$ cat config.mk
export PLATFORM = sky130hd
export DESIGN_NAME = bounded_id_set_with_compaction
export DESIGN_NICKNAME = d
export VERILOG_FILES = /design/src/rtl/bidsc_pkg.sv /design/src/rtl/bidsc_ram.sv /design/src/rtl/bidsc_dp.sv /design/src/rtl/bidsc_ctrl.sv /design/src/rtl/bounded_id_set_with_compaction.sv
export SDC_FILE = /design/constraint.sdc
export NUM_CORES = 2
export LEC_CHECK = 0
export BUFFER_PORTS_ARGS = -buffer_cell sky130_fd_sc_hd__buf_2
export CORE_ASPECT_RATIO = 1.1
export CORE_MARGIN = 4
export CORE_UTILIZATION = 62
export DETAILED_ROUTE_END_ITERATION = 16
export PLACE_DENSITY = 0.81
export REMOVE_ABC_BUFFERS = 1
export SLEW_MARGIN = 10
export SYNTH_ARGS = -nofsm -noshare
export SYNTH_HDL_FRONTEND = slang
export SYNTH_SLANG_ARGS = --single-unit
$ cat constraint.sdc
create_clock -name i_clk -period 6.9 [get_ports i_clk]
set_input_delay 0.69 -clock i_clk [delete_from_list [all_inputs] [get_ports i_clk]]
set_output_delay 0.69 -clock i_clk [all_outputs]
set_load 0.01 [all_outputs]
$ cat src/rtl/bidsc_pkg.sv
package bidsc_pkg;

    localparam int unsigned CNT_W = 7;
    localparam int unsigned KEY_W = 32;

    localparam logic [CNT_W-1:0] CAP_RESET = 7'd64;

    localparam logic [1:0] OP_LOOKUP = 2'd0;
    localparam logic [1:0] OP_INSERT = 2'd1;
    localparam logic [1:0] OP_REMOVE = 2'd2;

    typedef struct packed {
        logic [1:0]              op;
        logic signed [KEY_W-1:0] key;
    } t_in_word;

    typedef struct packed {
        logic             success;
        logic [CNT_W-1:0] entry_count;
    } t_out_word;

    typedef struct packed {
        logic load;
        logic issue;
        logic shift;
        logic ins;
        logic dec;
        logic set_ok;
        logic emit;
    } t_dp_cmd;

    typedef struct packed {
        logic [1:0] op;
        logic       full;
        logic       hit;
        logic       drained;
        logic       out_free;
    } t_dp_status;

endpackage

$ cat src/rtl/bidsc_ram.sv
module bidsc_ram #(
    parameter int unsigned WIDTH = 32,
    parameter int unsigned DEPTH = 64
) (
    input  logic                                 i_clk,
    input  logic                                 i_we,
    input  logic [(DEPTH > 1 ? $clog2(DEPTH) : 1)-1:0] i_waddr,
    input  logic [WIDTH-1:0]                     i_wdata,
    input  logic [(DEPTH > 1 ? $clog2(DEPTH) : 1)-1:0] i_raddr,
    output logic [WIDTH-1:0]                     o_rdata
);

    logic [WIDTH-1:0] r_mem [DEPTH];
    logic [WIDTH-1:0] r_rdata;

    always_ff @(posedge i_clk) begin
        if (i_we) begin
            r_mem[i_waddr] <= i_wdata;
        end
        r_rdata <= r_mem[i_raddr];
    end

    assign o_rdata = r_rdata;

endmodule

$ cat src/rtl/bidsc_dp.sv
module bidsc_dp #(
    parameter int unsigned DEPTH = 64
) (
    input  logic                     i_clk,
    input  logic                     i_rst_n,
    input  bidsc_pkg::t_in_word      i_in_data,
    input  logic                     i_cfg_we,
    input  logic [bidsc_pkg::CNT_W-1:0] i_cfg_wdata,
    input  logic                     i_out_ready,
    input  bidsc_pkg::t_dp_cmd       i_cmd,
    output bidsc_pkg::t_dp_status    o_status,
    output logic                     o_out_valid,
    output bidsc_pkg::t_out_word     o_out_data
);

    localparam int unsigned AW = (DEPTH > 1) ? $clog2(DEPTH) : 1;
    localparam logic [10:0] DEPTH_W = 11'(DEPTH);

    logic [bidsc_pkg::CNT_W-1:0] r_cap;
    logic [bidsc_pkg::CNT_W-1:0] r_count;
    logic [bidsc_pkg::CNT_W-1:0] r_ptr;
    logic [bidsc_pkg::CNT_W-1:0] r_pidx;
    logic                        r_pv;
    logic [1:0]                  r_op;
    logic [bidsc_pkg::KEY_W-1:0] r_key;
    logic                        r_ok;
    logic                        r_out_valid;
    bidsc_pkg::t_out_word        r_out;

    logic                        issue;
    logic                        more;
    logic                        we;
    logic [AW-1:0]               waddr;
    logic [bidsc_pkg::KEY_W-1:0] wdata;
    logic [bidsc_pkg::KEY_W-1:0] rdata;
    logic [bidsc_pkg::CNT_W-1:0] shift_idx;

    function automatic logic [AW-1:0] to_addr(input logic [bidsc_pkg::CNT_W-1:0] v);
        logic [AW+bidsc_pkg::CNT_W-1:0] w;
        w = {{AW{1'b0}}, v};
        return w[AW-1:0];
    endfunction

    assign more      = (r_ptr < r_count);
    assign issue     = i_cmd.issue && more;
    assign shift_idx = r_pidx - 7'd1;

    always_comb begin
        we    = 1'b0;
        waddr = to_addr(r_count);
        wdata = r_key;
        if (i_cmd.ins) begin
            we = 1'b1;
        end else if (i_cmd.shift && r_pv) begin
            we    = 1'b1;
            waddr = to_addr(shift_idx);
            wdata = rdata;
        end
    end

    bidsc_ram #(
        .WIDTH (bidsc_pkg::KEY_W),
        .DEPTH (DEPTH)
    ) u_ram (
        .i_clk   (i_clk),
        .i_we    (we),
        .i_waddr (waddr),
        .i_wdata (wdata),
        .i_raddr (to_addr(r_ptr)),
        .o_rdata (rdata)
    );

    always_ff @(posedge i_clk) begin
        if (!i_rst_n) begin
            r_cap       <= bidsc_pkg::CAP_RESET;
            r_count     <= '0;
            r_ptr       <= '0;
            r_pv        <= 1'b0;
            r_ok        <= 1'b0;
            r_out_valid <= 1'b0;
        end else begin
            if (i_cfg_we) begin
                r_cap <= i_cfg_wdata;
            end
            if (i_cmd.load) begin
                r_ptr <= '0;
                r_pv  <= 1'b0;
                r_ok  <= 1'b0;
            end else begin
                r_pv <= issue;
                if (issue) begin
                    r_ptr <= r_ptr + 7'd1;
                end
                if (i_cmd.set_ok) begin
                    r_ok <= 1'b1;
                end
            end
            if (i_cmd.ins) begin
                r_count <= r_count + 7'd1;
            end else if (i_cmd.dec) begin
                r_count <= r_count - 7'd1;
            end
            if (i_cmd.emit) begin
                r_out_valid <= 1'b1;
            end else if (i_out_ready) begin
                r_out_valid <= 1'b0;
            end
        end
    end

    always_ff @(posedge i_clk) begin
        if (i_cmd.load) begin
            r_op  <= i_in_data.op;
            r_key <= $unsigned(i_in_data.key);
        end
        if (issue) begin
            r_pidx <= r_ptr;
        end
        if (i_cmd.emit) begin
            r_out.success     <= r_ok;
            r_out.entry_count <= r_count;
        end
    end

    assign o_status.op       = r_op;
    assign o_status.full     = ({4'b0, r_count} >= {4'b0, r_cap}) ||
                               ({4'b0, r_count} >= DEPTH_W);
    assign o_status.hit      = r_pv && (rdata == r_key);
    assign o_status.drained  = !r_pv && !more;
    assign o_status.out_free = !r_out_valid || i_out_ready;

    assign o_out_valid = r_out_valid;
    assign o_out_data  = r_out;

endmodule

$ cat src/rtl/bidsc_ctrl.sv
module bidsc_ctrl (
    input  logic                  i_clk,
    input  logic                  i_rst_n,
    input  logic                  i_in_valid,
    input  bidsc_pkg::t_dp_status i_status,
    output logic                  o_in_ready,
    output bidsc_pkg::t_dp_cmd    o_cmd
);

    typedef enum logic [2:0] {
        S_IDLE,
        S_DISPATCH,
        S_SCAN,
        S_SHIFT,
        S_DONE
    } t_state;

    t_state r_state;
    t_state n_state;

    always_comb begin
        n_state = r_state;
        o_cmd   = '0;
        unique case (r_state)
            S_IDLE: begin
                if (i_in_valid) begin
                    o_cmd.load = 1'b1;
                    n_state    = S_DISPATCH;
                end
            end
            S_DISPATCH: begin
                unique case (i_status.op) inside
                    bidsc_pkg::OP_LOOKUP, bidsc_pkg::OP_REMOVE: begin
                        n_state = S_SCAN;
                    end
                    bidsc_pkg::OP_INSERT: begin
                        o_cmd.ins    = !i_status.full;
                        o_cmd.set_ok = !i_status.full;
                        n_state      = S_DONE;
                    end
                    default: begin
                        n_state = S_DONE;
                    end
                endcase
            end
            S_SCAN: begin
                o_cmd.issue = 1'b1;
                if (i_status.hit) begin
                    o_cmd.set_ok = 1'b1;
                    n_state = (i_status.op == bidsc_pkg::OP_REMOVE) ? S_SHIFT : S_DONE;
                end else if (i_status.drained) begin
                    n_state = S_DONE;
                end
            end
            S_SHIFT: begin
                o_cmd.issue = 1'b1;
                o_cmd.shift = 1'b1;
                if (i_status.drained) begin
                    o_cmd.dec = 1'b1;
                    n_state   = S_DONE;
                end
            end
            S_DONE: begin
                if (i_status.out_free) begin
                    o_cmd.emit = 1'b1;
                    n_state    = S_IDLE;
                end
            end
            default: begin
                n_state = S_IDLE;
            end
        endcase
    end

    always_ff @(posedge i_clk) begin
        if (!i_rst_n) begin
            r_state <= S_IDLE;
        end else begin
            r_state <= n_state;
        end
    end

    assign o_in_ready = (r_state == S_IDLE);

endmodule

$ cat src/rtl/bounded_id_set_with_compaction.sv
// Channel   Direction  Handshake                   Word
// input     in         i_in_valid / o_in_ready     i_in_data  (op, key)
// result    out        o_out_valid / i_out_ready   o_out_data (success, entry_count)
// config    in         i_cfg_we                    i_cfg_wdata (capacity)
//
// An insert or an unused code passes from dispatch to the done state, which registers
// its result. A lookup that misses and every remove read each stored entry, one entry a
// cycle through the single read port of the key store; a lookup that hits stops at its
// index. A word is accepted only in the idle state, after the last result is registered.
// Reset is synchronous and active low; it clears the count and sets the capacity to 64.
// A result that waits in the output register stalls the controller only at its last step.
module bounded_id_set_with_compaction #(
    parameter int unsigned DEPTH = 64
) (
    input  logic                          i_clk,
    input  logic                          i_rst_n,
    input  logic                          i_in_valid,
    output logic                          o_in_ready,
    input  bidsc_pkg::t_in_word           i_in_data,
    output logic                          o_out_valid,
    input  logic                          i_out_ready,
    output bidsc_pkg::t_out_word          o_out_data,
    input  logic                          i_cfg_we,
    input  logic [bidsc_pkg::CNT_W-1:0]   i_cfg_wdata
);

    bidsc_pkg::t_dp_cmd    cmd;
    bidsc_pkg::t_dp_status status;

    bidsc_ctrl u_ctrl (
        .i_clk      (i_clk),
        .i_rst_n    (i_rst_n),
        .i_in_valid (i_in_valid),
        .i_status   (status),
        .o_in_ready (o_in_ready),
        .o_cmd      (cmd)
    );

    bidsc_dp #(
        .DEPTH (DEPTH)
    ) u_dp (
        .i_clk       (i_clk),
        .i_rst_n     (i_rst_n),
        .i_in_data   (i_in_data),
        .i_cfg_we    (i_cfg_we),
        .i_cfg_wdata (i_cfg_wdata),
        .i_out_ready (i_out_ready),
        .i_cmd       (cmd),
        .o_status    (status),
        .o_out_valid (o_out_valid),
        .o_out_data  (o_out_data)
    );

endmodule
==> reports/metrics.yaml <==
pwr:
  clkPwrFrac: 0.408
  p_int_mw: 20.4
  p_sw_mw: 5.44
  switching_share: 0.211
  combPwrFrac: 0.027
  seq_power_share: 0.565
  cellLeakagePower_nw: 27.8
  pwr_density_cell_nw_per_um2: 280
  vdd_drop_max_mv: 0.257
routing:
  wl_per_cell_um: 38.7
  initialDrtViolationCount: 8060
  drc: 0
  ant_nets: 0
  via_per_inst: 7.34
  routed_wl_mm: 229
  firstDrtPassIters: 7
  routed-via-count: 43400
grt:
  grt_pass1_vias: 42500
  grt.met3_usage: 0.103
  grt_max_degree: 117
  gr-usage-met1: 0.451
  grtUsageMet2: 0.515
  grt_pass1_wl_mm: 325
  busiest_layer: "met2"
  overflow: 0
  track_usage: 0.336
  antenna_found_initial: 13
final_layout:
  final_common_cell: "edfxtp_1"
  layout.cells.most_common_list: "edfxtp_1, mux4_2, clkbuf_16, nand2_1, buf_4"
  area_growth_pct: 11.4
  drive_gt1_frac: 0.265
  fill_cells: 7423
  post-route-util: 0.696
  fin_nets: 4036
timing:
  slew_headroom: 0.144
  tns_ns: 0
  finalCritPeriodShare: 0.676
  finalSetupViolCount: 0
  fmax_ghz: 0.214
  worst_pin_slew_ns: 1.25
  finalHoldViolCount: 0
  period_needed_ns: 4.66
  rsz0062_at_grt: "false"
  clock_skew_ns: 0.0364
  drv_slew: 0
floorplan:
  io_pins: 56
  num_rows: 140
  dieArea_um2: 139000
  core_area_um2: 132000
  die_x_um: 356
  initial_core_util: 0.625
  die_h_um: 391
yosys:
  avgSynthCellArea_um2: 22.0
  ys.flop_type: "edfxtp_1"
  synth_area_um2: 82700
  ys.warnings.count: 0
  synth_edf_count: 2096
  synthArstFlopShare: 0
  ys_types: 66
  yosys_register_bits: 2155
  ys_seq_area_frac: 0.775
  synth_cells: 3767
worst_setup_path:
  critPathLaunchType: "register"
  crit_type: "register to register"
  path_max_fanout: 36
  arrival_ns: 5.17
  cp.required_ns: 7.41
  worstSetupEndpointType: "register"
  ff2ff_setup_slack_ns: 2.24
clocking:
  cts_setup_buffers: 0
  clk_path_buf_depth: 3
  cts_buffers: 195
  clock_latency_ns: 0.86
  clkSinkCount: 2155
  htreeDepth: 4
  cts_tree: "done"
  clockRootBuffer: "clkbuf_16"
  cts_resized: 0
  clk_pin_slew_ns: 0.06
  hold_buffers: 30
run:
  cap_viol_max_count: 0
placed_design:
  place.gp.congestion: 0.971
  numPortBuffers: 55
  dp_hpwl_mm: 131
hold_path:
  hold_path.class: "input pin to register"
status:
  outcome: "finished clean"
-- synth_stat cells, types with 17 or more instances --
library cell	n	area [um^2]
buf_1	23	86.3
inv_1	22	82.6
ha_1	20	250
mux2i_1	62	621
nor2b_1	22	138
nand3_1	34	170
dfxtp_1	59	1180
a22oi_1	61	458
nand2b_1	17	106
o21ai_0	21	105
clkbuf_1	67	251
mux4_2	527	11900
a21oi_1	40	200
buf_4	36	270
xnor2_1	25	219
mux2_2	26	293
o22ai_1	67	419
a211oi_1	19	143
nand2_1	131	492
nor2_1	118	443
buf_2	53	265
nor3_1	26	130
edfxtp_1	2096	62900
-- registers in the layout, summed over array words and instances (netlist names) --
signal,count
u_dp.o_out_valid,1
u_dp.r_ptr,7
u_dp.r_pidx,6
u_dp.r_ok,1
u_dp.u_ram.o_rdata,32
u_dp.r_count,7
u_dp.r_op,2
u_dp.r_key,32
u_dp.u_ram.r_mem,2048
u_dp.o_out_data,8
u_dp.r_cap,7
u_ctrl.r_state,3
u_dp.r_pv,1
-- metrics by stage --
| stage | hold slack, ns | instances | setup WS [ns] | power (mW) | area [um^2] |
|---|---|---|---|---|---|
| 4_1_cts | 0.0102 | 5906 | 2.42 | 25.8 | 92100 |
| 2_1_floorplan | 0.409 | 3571 | -16.71 | 15.2 | 81700 |
| 3_5_place_dp | 0.459 | 5516 | 2.52 | 15.5 | 85700 |
| 3_3_place_gp | 0.449 | 5516 | 2.68 | 15.5 | 85700 |
| 5_1_grt | 0.0232 | 5907 | 2.21 | 26.5 | 92100 |
| 6_report | 0.0479 | 5917 | 2.24 | 25.8 | 92200 |
-- routing by layer --
layer / vias up / share of wire
met5: - / 0.00014
met4: 6 / 0.059
met3: 779 / 0.15
met2: 4161 / 0.47
met1: 22200 / 0.33
li1: 16300 / -
-- cell type report --
cell class,instances,area (um^2),area share
inverter,22,82.6,0.000896
timing repair buffer,201,1550,0.0169
clock inverter,110,957,0.0104
tap,1775,2220,0.0241
sequential,2155,64100,0.696
clock buffer,250,5170,0.0561
multi-input combinational,1394,18000,0.196
antenna,10,25.0,0.000271
-- critical path, stage by stage, from the launching register on --
cell and delay [ns]:
dfxtp_1 0.50, nor2b_1 0.24, and3_2 0.84, a21o_1 0.39
nand3_1 0.89, nor2_4 0.97, buf_4 0.44
-- kinds of logic after synthesis --
logic type / synth area share
flip-flops: 0.775
buffers and inverters: 0.0138
adder cells (fa/ha/maj): 0.00327
AO/OA/AOI/OAI: 0.0256
XOR/XNOR: 0.00434
AND/OR/NAND/NOR: 0.0235
multiplexers: 0.155
-- power groups by stage --
stage | sequential, mW | combinational (mW) | clock (mW)
global placement | 14.9 | 0.631 | 0
detailed placement | 14.9 | 0.663 | 0
finish | 14.6 | 0.707 | 10.5
CTS | 14.6 | 0.686 | 10.6
floorplan | 14.9 | 0.348 | 0
global route | 14.6 | 0.736 | 11.2
-- worst paths after layout --
kind | from | to | cells past startpoint
max | u_ctrl.r_state[0] | u_dp.u_ram.r_mem[53][18] | 6
min | i_in_data[28] | u_dp.r_key[28] | 1
max reg2reg | u_ctrl.r_state[0] | u_dp.u_ram.r_mem[53][18] | 6
min reg2reg | u_dp.r_ok | u_dp.o_out_data[7] | 0
Note: power is estimated with default switching activity, not from simulation.
